[config.mk]
export PLATFORM = sky130hd
export DESIGN_NAME = lik_isqrt
export DESIGN_NICKNAME = d
export VERILOG_FILES = /design/src/rtl/lik_pkg.sv /design/src/rtl/lik_sqrt_cell.sv /design/src/rtl/lik_isqrt.sv
export SDC_FILE = /design/constraint.sdc
export NUM_CORES = 2
export LEC_CHECK = 0
export ABC_AREA = 0
export CAP_MARGIN = 20
export CORE_MARGIN = 3
export CORE_UTILIZATION = 40
export DETAILED_ROUTE_END_ITERATION = 10
export DONT_BUFFER_PORTS = 1
export HOLD_SLACK_MARGIN = 0.12
export SLEW_MARGIN = 20
export SYNTH_ARGS = -nofsm -noshare
export SYNTH_HDL_FRONTEND = slang
export SYNTH_SLANG_ARGS = --single-unit
export TNS_END_PERCENT = 100
[constraint.sdc]
create_clock -name clock -period 10.45 [get_ports clock]
set_input_delay 1.045 -clock clock [delete_from_list [all_inputs] [get_ports clock]]
set_output_delay 1.045 -clock clock [all_outputs]
set_load 0.05 [all_outputs]
[src/rtl/lik_pkg.sv]
package lik_pkg;

   localparam int POSITION_WIDTH = 20;
   localparam int CORDIC_STAGES  = 18;
   localparam int LENGTH_WIDTH   = POSITION_WIDTH - 1;
   localparam int ANGLE_WIDTH    = 20;

   // CORDIC datapath
   localparam int CIN_W = 32;
   localparam int CX_W  = 34;
   localparam int CZ_W  = 34;
   localparam int IDX_W = 5;

   // square root datapath, one result bit per cell
   localparam int SQ_IN_W  = 64;
   localparam int SQ_CELLS = 32;
   localparam int SQ_OUT_W = 33;

   // leg plane geometry after range normalization
   localparam int NORM_BITS = 29;
   localparam int MW   = POSITION_WIDTH + 1;
   localparam int SH_W = $clog2(MW + 1);
   localparam int NW   = (MW < NORM_BITS) ? MW : NORM_BITS;
   localparam int DW   = NW + 1;
   localparam int SQW  = 2 * NW;
   localparam int D2W  = 2 * NW + 1;
   localparam int NUMW = 2 * NW + 3;
   localparam int DENW = 2 * NW + 2;
   localparam int ACW  = 30;
   localparam int KW   = $clog2(DENW + 1);

   localparam int QW        = CZ_W + 2;
   localparam int Q16_SHIFT = 14;

   // pipeline timing
   localparam int LAT_CORDIC = CORDIC_STAGES + 1;
   localparam int LAT_SQRT   = SQ_CELLS + 1;
   localparam int LAT_ACOS   = 5 + LAT_SQRT + LAT_CORDIC;
   localparam int T_FINAL    = 8 + 2 * LAT_SQRT + LAT_ACOS;
   localparam int D_FZ       = 2 + LAT_SQRT;
   localparam int D_ROT      = T_FINAL - LAT_CORDIC;
   localparam int D_ALPHA    = T_FINAL - 5 - LAT_SQRT - LAT_CORDIC;
   localparam int D_SIDE     = LAT_SQRT;
   localparam int D_UNR      = LAT_ACOS;

   localparam logic signed [CZ_W-1:0] PI_Q30      = 34'sd3373259426;
   localparam logic signed [CZ_W-1:0] HALF_PI_Q30 = 34'sd1686629713;

   localparam logic [31:0] ATAN_TAB [32] = '{
      32'h3243F6A8, 32'h1DAC6705, 32'h0FADBAFC, 32'h07F56EA6, 32'h03FEAB76, 32'h01FFD55B,
      32'h00FFFAAA, 32'h007FFF55, 32'h003FFFEA, 32'h001FFFFD, 32'h000FFFFF, 32'h0007FFFF,
      32'h0003FFFF, 32'h0001FFFF, 32'h0000FFFF, 32'h00007FFF, 32'h00003FFF, 32'h00001FFF,
      32'h00000FFF, 32'h000007FF, 32'h000003FF, 32'h000001FF, 32'h000000FF, 32'h0000007F,
      32'h0000003F, 32'h0000001F, 32'h0000000F, 32'h00000008, 32'h00000004, 32'h00000002,
      32'h00000001, 32'h00000000
   };

   localparam int CSR_ADDR_W = 5;

   typedef enum logic [2:0] {
      CSR_HIP_OFFSET_X,
      CSR_HIP_OFFSET_Y,
      CSR_HIP_OFFSET_Z,
      CSR_THIGH_LENGTH,
      CSR_SHANK_LENGTH
   } csr_index_type;

   typedef struct packed {
      logic signed [CX_W-1:0] x;
      logic signed [CX_W-1:0] y;
      logic signed [CZ_W-1:0] z;
   } cordic_type;

   typedef struct packed {
      logic [SQ_IN_W-1:0] rem;
      logic [SQ_IN_W-1:0] res;
   } sqrt_type;

endpackage

[src/rtl/lik_sqrt_cell.sv]
module lik_sqrt_cell (
   input  logic                        clock,
   input  logic                        advance,
   input  logic [lik_pkg::IDX_W-1:0]   stage_index,
   input  lik_pkg::sqrt_type           upstream,
   output lik_pkg::sqrt_type           downstream
);
   import lik_pkg::*;

   sqrt_type stage_in, stage_ff;
   logic [5:0] bit_pos;
   logic [SQ_IN_W-1:0] bit_value;
   logic [SQ_IN_W:0] trial;

   always_comb begin
      bit_pos   = 6'd62 - {stage_index, 1'b0};
      bit_value = SQ_IN_W'(1) << bit_pos;
      trial     = {1'b0, upstream.res} + {1'b0, bit_value};
      if ({1'b0, upstream.rem} >= trial) begin
         stage_in.rem = upstream.rem - trial[SQ_IN_W-1:0];
         stage_in.res = (upstream.res >> 1) + bit_value;
      end else begin
         stage_in.rem = upstream.rem;
         stage_in.res = upstream.res >> 1;
      end
   end

   always_ff @(posedge clock) begin
      if (advance) begin
         stage_ff <= stage_in;
      end
   end

   assign downstream = stage_ff;

endmodule

[src/rtl/lik_isqrt.sv]
module lik_isqrt (
   input  logic                           clock,
   input  logic                           advance,
   input  logic [lik_pkg::SQ_IN_W-1:0]    value,
   output logic [lik_pkg::SQ_OUT_W-1:0]   root
);
   import lik_pkg::*;

   sqrt_type chain [0:SQ_CELLS];
   sqrt_type last;
   logic [SQ_OUT_W-1:0] root_in, root_ff;

   assign chain[0].rem = value;
   assign chain[0].res = '0;

   for (genvar i = 0; i < SQ_CELLS; i++) begin : g_cell
      lik_sqrt_cell u_cell (
         .clock       (clock),
         .advance     (advance),
         .stage_index (IDX_W'(i)),
         .upstream    (chain[i]),
         .downstream  (chain[i+1])
      );
   end

   // round to nearest
   always_comb begin
      last    = chain[SQ_CELLS];
      root_in = SQ_OUT_W'(last.res) + SQ_OUT_W'(last.rem > last.res);
   end

   always_ff @(posedge clock) begin
      if (advance) begin
         root_ff <= root_in;
      end
   end

   assign root = root_ff;

endmodule

Word-level counts from Yosys, hierarchy flattened. Cells that the tools add are included.

Register bits after elaboration: 4129. Bits in latches: 0. Bits in writable memories: 0. ROM bits: 0. Input port bits: 66. Logic and storage cells: 256. Memories: 0.

$add $sub $neg: 95. Multipliers: 0. Divide/modulo/power cells: 0. $lt $le $gt $ge: 33. Equality and inequality tests: 0. Shift-type cells: 0. Multiplexer cells: 32. Bitwise operators: 0. Reduce and logical (&&, ||, !) cells: 0.

Operators by type and width (number): $mux W128 (32); $ge A64 B65 Y1 (31); $sub A64 B64 Y64 (31); $add A64 B1 Y65 const B (1); $add A64 B11 Y65 const B (1); $add A64 B13 Y65 const B (1); $add A64 B15 Y65 const B (1); $add A64 B17 Y65 const B (1); $add A64 B19 Y65 const B (1); $add A64 B21 Y65 const B (1); $add A64 B23 Y65 const B (1); $add A64 B25 Y65 const B (1); $add A64 B27 Y65 const B (1); $add A64 B29 Y65 const B (1); $add A64 B3 Y65 const B (1); $add A64 B31 Y65 const B (1); $add A64 B33 Y65 const B (1); $add A64 B35 Y65 const B (1); $add A64 B37 Y65 const B (1); $add A64 B39 Y65 const B (1); $add A64 B41 Y65 const B (1); $add A64 B43 Y65 const B (1); $add A64 B45 Y65 const B (1); $add A64 B47 Y65 const B (1); 45 further kinds (45).

Depth between registers and ports, before layout.
Depth after elaboration: 3. Mapped depth: 22.

Modules after synthesis. Synthesis repeated with hierarchy kept, for this count alone.

Cells, all modules: 53058. Area total of the unflattened synthesis: 441966.4 um^2.

Modules (own cells, without submodules): lik_sqrt_cell at g_cell[10].u_cell ... (instances 20, cells an instance 1668, area an instance 13656.8 um^2, sequential area each 3843.7 um^2); lik_sqrt_cell at g_cell[6].u_cell ... (instances 3, cells an instance 1585, area an instance 14315.0 um^2, sequential area each 3843.7 um^2); lik_sqrt_cell at g_cell[15].u_cell ... (instances 2, cells an instance 1573, area an instance 13160.1 um^2, sequential area each 3843.7 um^2); lik_sqrt_cell at g_cell[31].u_cell (instances 1, cells an instance 1636, area an instance 14109.8 um^2, sequential area each 3843.7 um^2); lik_sqrt_cell at g_cell[5].u_cell (instances 1, cells an instance 1699, area an instance 13967.1 um^2, sequential area each 3843.7 um^2); lik_sqrt_cell at g_cell[14].u_cell (instances 1, cells an instance 1643, area an instance 13895.8 um^2, sequential area each 3843.7 um^2); lik_sqrt_cell at g_cell[4].u_cell (instances 1, cells an instance 1632, area an instance 13810.7 um^2, sequential area each 3843.7 um^2); lik_sqrt_cell at g_cell[3].u_cell (instances 1, cells an instance 1648, area an instance 13581.8 um^2, sequential area each 3843.7 um^2); lik_sqrt_cell at g_cell[0].u_cell (instances 1, cells an instance 1561, area an instance 13571.8 um^2, sequential area each 3843.7 um^2); lik_sqrt_cell at g_cell[9].u_cell (instances 1, cells an instance 1621, area an instance 13401.6 um^2, sequential area each 3843.7 um^2); lik_isqrt (instances 1, cells an instance 357, area an instance 3225.6 um^2, sequential area each 991.0 um^2).

Worst setup path after synthesis. Ideal clock, no wire load.

Kind: register -> register. Start point: register g_cell[31].u_cell.stage_ff, in the netlist g_cell[31].u_cell.downstream[25]. End point: register root_ff[30] (netlist: root[30]) (data pin). Arrival: 3.809 ns. Required time: 10.192 ns. Path slack: 6.383 ns. Stages on the path, launching flop included: 21. Buffers on the path: 0. Period minus slack after synthesis: 4.067 ns. Cells stage by stage: edfxtp_1 -> inv_1 -> ha_1 -> nand4_1 -> nor4_1 -> inv_1 -> or4_1 -> a21oi_1 -> nor4_1 -> o21ai_0 -> ha_1 -> ha_1 -> nand2_1 -> nor2_1 -> nand4_1 -> nor2_1 -> and4_1 -> and3_1 -> nor2b_1 -> nand3_1 -> xnor2_1.

Longest elaborated chain between the ends: 2.

Ends and longest elaborated chain: start, declared (line lik_sqrt_cell.sv:10) `sqrt_type stage_in, stage_ff;`; start signal, assigned (line lik_sqrt_cell.sv:30) `stage_ff <= stage_in;`; $gt A64 B64 Y1 (line lik_isqrt.sv:29) `root_in = SQ_OUT_W'(last.res) + SQ_OUT_W'(last.rem > last.res);`; $add A33 B1 Y33 (*) (line lik_isqrt.sv:29); net root_in[30] (line lik_isqrt.sv:11) `logic [SQ_OUT_W-1:0] root_in, root_ff;`; end signal, assigned (line lik_isqrt.sv:34) `root_ff <= root_in;`; end, declared (line lik_isqrt.sv:11).

Mark *: on every way through the listed nets, which the timed path passes. The rest lies on a longest branch. A chain may end at the register's enable or synchronous reset.

Worst setup path in the final report.
Start point: input port advance. End point: register g_cell[31].u_cell.stage_ff, in the netlist g_cell[31].u_cell.downstream[80], enable pin.

RTL lines: start, declared (line lik_isqrt.sv:3) `input logic advance,`.

No word-level cell between the ends.

==> impl_metrics.csv <==
group,metric,value,unit
floorplan,core_area,316000,µm²
yosys,syn_area_per_cell,12.4,µm²
power,power_leakage,0.0521,µW
timing,slew_violations,0,
critical_path,worst_ep_arrival_time,7.67,ns
timing,tightest_slew,1.28,ns
finish,finalNetCount,11049,
floorplan,initial_core_util,40.3,%
timing,fin_tns_setup,0,ns
detailed_routing,drc,0,
finish,layout-drive-gt1-share,6.50,%
detailed_routing,drt_wl_total,306000,µm
yosys,ys_seq_elements,2609,
placed_design,place.gp.congestion,0.955,
timing,setup_violations,0,
global_route,grt-ovfl-total,0,
clocking,clkLatencyLatePin,0.91,ns
timing,fin_crit,7.19,ns
critical_path,setup.worst_path.start,"advance",
floorplan,dieArea,325000,µm²
critical_path,cp_common_cell,"buf_16",
critical_path,crit_buf_inv,11,
timing,fmax,0.139,GHz
detailed_routing,drt.antenna.violating_nets,0,
timing,skew,0.0979,ns
floorplan,rows,206,
timing,hold_violations,0,
yosys,synth_area,127000,µm²
global_route,grt_pass1_wl,470000,µm
floorplan,io_pins,99,
critical_path,path_class,"input pin to flop",
clocking,cts_buffers,290,
finish,syn_to_final_growth,11.4,%
yosys,yosysTopAreaCell,"edfxtp_1",
floorplan,die_w,570,µm
placed_design,place_hpwl,231000,µm
critical_path,cp_max_fo,169,
critical_path,cp-end-kind,"flop",
run,maxCapViolations,0,
yosys,ys_async_sr_fraction,0,%
yosys,netlist_instances,10251,
finish,final-instance-count-excl-fill,14768,
global_route,grt_max_degree,265,
clocking,path_clk_slew,0.06,ns
detailed_routing,first_pass_iters,6,
global_route,grt_util_all_layers,18.4,%
clocking,cts_root_buf,"clkbuf_16",
critical_path,path_depth,11,
critical_path,reg2regPathDepth,11,
critical_path,worst_ep_required_time,10.93,ns
floorplan,die_h,570,µm
worst_hold_path,holdPathStages,0,
timing,maxSlewHeadroom,13.4,%
critical_path,r2r-end,"g_cell[23].u_cell.downstream[124]",
detailed_routing,vias_per_cell,5.48,
yosys,synth_edf_count,2609,
detailed_routing,dr_total_vias,80922,
yosys,synth.most_common_cell,"edfxtp_1",
timing,rsz0062_at_grt,"false",
yosys,synth_area_leaders,"edfxtp_1 (62%), ha_1 (5.8%), xnor2_1 (3.5%), xor2_1 (3.1%), a21oi_1 (2.8%)",
clocking,htree_levels,5,
critical_path,regToRegSetupSlack,5.04,ns
timing,min_period_over_period,68.8,%
clocking,cts_resized,0,
yosys,synth_commonest_cells,"edfxtp_1 (2609), inv_1 (729), nor2_1 (723), a21oi_1 (713), ha_1 (594)",
power,power_density,220,nW/µm²
yosys,synth_ff_type,"edfxtp_1",
critical_path,slowest_delay,0.63,ns
yosys,synthesis.nets,10911,
yosys,synth_top_area_share,61.6,%
clocking,cts.path.max_buffers,4,
clocking,cts.sinks,2609,
yosys,synth_warnings,0,
global_route,grt_pass1_vias,82065,
outcome,status,"finished clean",
clocking,ctsHoldBuffers,0,
critical_path,reg2reg_from,"g_cell[22].u_cell.downstream[82]",
clocking,postCtsSetupBuffers,0,
detailed_routing,wl_per_cell,20.7,µm
worst_hold_path,hold_path.class,"input pin to flop",
yosys,yosysSeqAreaShare,61.6,%
power,ir_drop,137,µV
critical_path,cp-start-kind,"input pin",
critical_path,endpoint,"g_cell[31].u_cell.downstream[80]",
placed_design,port_buffers,0,
placed_design,dp_cells,14251,
clocking,cts_tree,"done",
global_route,antenna_found_initial,3,
detailed_routing,drtIter0Drc,6054,
critical_path,cpLargestDelayFamily,"buffers and inverters",
yosys,ys_types,98,
critical_path,critPathSlowestCell,"buf_16",
critical_path,cp_cell_sequence,"buf_16 -> buf_16 -> buf_16 -> buf_16 -> buf_16 -> buf_16 -> buf_16 -> buf_16 -> buf_16 -> buf_16 -> buf_16",
## through the flow
step | total power (µW) | utilization [%] | cell area, µm² | setup WS, ns | hold slack [ns]
after global placement | 21300 | 41.9 | 132000 | 1.88 | 0.427
after floorplan | 19100 | - | 127000 | 6.38 | 0.417
after detailed placement | 21400 | 41.9 | 132000 | 2.83 | 0.430
after CTS | 31400 | 44.9 | 142000 | 3.74 | 0.130
final | 31200 | 44.9 | 142000 | 3.26 | 0.215
after global routing | 32700 | 44.9 | 142000 | 2.74 | 0.158
## routing by layer
metal  share of wire [%]  track usage [%]  vias to the layer above
li1                    -                -                    38918
met1                  38             20.0                    38999
met2                  53             34.7                     2232
met3                 3.9             2.18                      773
met4                 5.7             9.74                        0
met5                   0                0                        -
## layout make-up
type | instances | area, µm²
Timing Repair Buffer | 59 | 825
Clock buffer | 350 | 7550
Multi-Input combinational cell | 6695 | 45500
Clock inverter | 158 | 1620
Antenna cell | 3 | 7.51
Sequential cell | 2609 | 78300
Inverter | 734 | 2760
Tap cell | 4160 | 5200
Fill cell | 27941 | 174000
## placed cells by master (no fill, tap or decap), types with 38 or more instances in the layout
cell / netlist / routed
ha_1: 594 / 594
or3_1: 97 / 97
mux2_2: 110 / 110
xor2_1: 452 / 452
clkinv_1: 1 / 57
o21ai_0: 454 / 453
a21oi_1: 713 / 713
or2_2: 45 / 45
or4_1: 80 / 80
buf_4: 3 / 38
o211ai_1: 45 / 45
inv_1: 729 / 729
o21bai_1: 56 / 56
nand4_1: 191 / 191
a31oi_1: 50 / 49
nand2_1: 559 / 559
clkinv_2: 0 / 41
nand2b_1: 116 / 116
nor4b_1: 55 / 55
nor3_1: 274 / 274
o21a_1: 96 / 95
nor4_1: 392 / 386
nor2_1: 723 / 721
edfxtp_1: 2609 / 2609
o31ai_1: 51 / 49
nor2b_1: 67 / 67
a211oi_1: 54 / 54
clkbuf_16: 0 / 293
clkbuf_1: 177 / 57
xnor2_1: 511 / 511
a21o_1: 188 / 188
nand3_1: 191 / 191
and3_1: 58 / 58
## power breakdown
| part | switching, µW | total, µW | internal (µW) |
|---|---|---|---|
| logic | 4120 | 6900 | 2790 |
| registers | 1110 | 14400 | 13300 |
| clock network | 4160 | 9870 | 5700 |
| total | 9390 | 31200 | 21800 |
## how the worst min path moves through the flow
| stage | startpoint | end | slack (ns) |
|---|---|---|---|
| after global routing | value[39] | g_cell[0].u_cell.downstream[103] | 0.16 |
| after global placement | g_cell[16].u_cell.downstream[85] | g_cell[17].u_cell.downstream[85] | 0.43 |
| after detailed placement | g_cell[16].u_cell.downstream[84] | g_cell[17].u_cell.downstream[84] | 0.43 |
| after floorplan | g_cell[9].u_cell.downstream[82] | g_cell[10].u_cell.downstream[82] | 0.42 |
| final | value[19] | g_cell[0].u_cell.downstream[83] | 0.22 |
| after CTS | value[14] | g_cell[0].u_cell.downstream[78] | 0.13 |
## flip-flops by register name (all words and copies together), names as in the netlist
register	count
g_cell.u_cell.downstream	2576
root	33
## logic make-up after synthesis
family / count (synthesis) / synth area share (%)
xor+xnor: 963 / 6.63
flops: 2609 / 61.6
compound gates: 1961 / 9.50
fa+ha+maj: 594 / 5.84
mux: 119 / 1.04
buf+inv: 947 / 2.84
simple gates: 3058 / 12.6
Note: power is estimated with default switching activity, not from simulation.
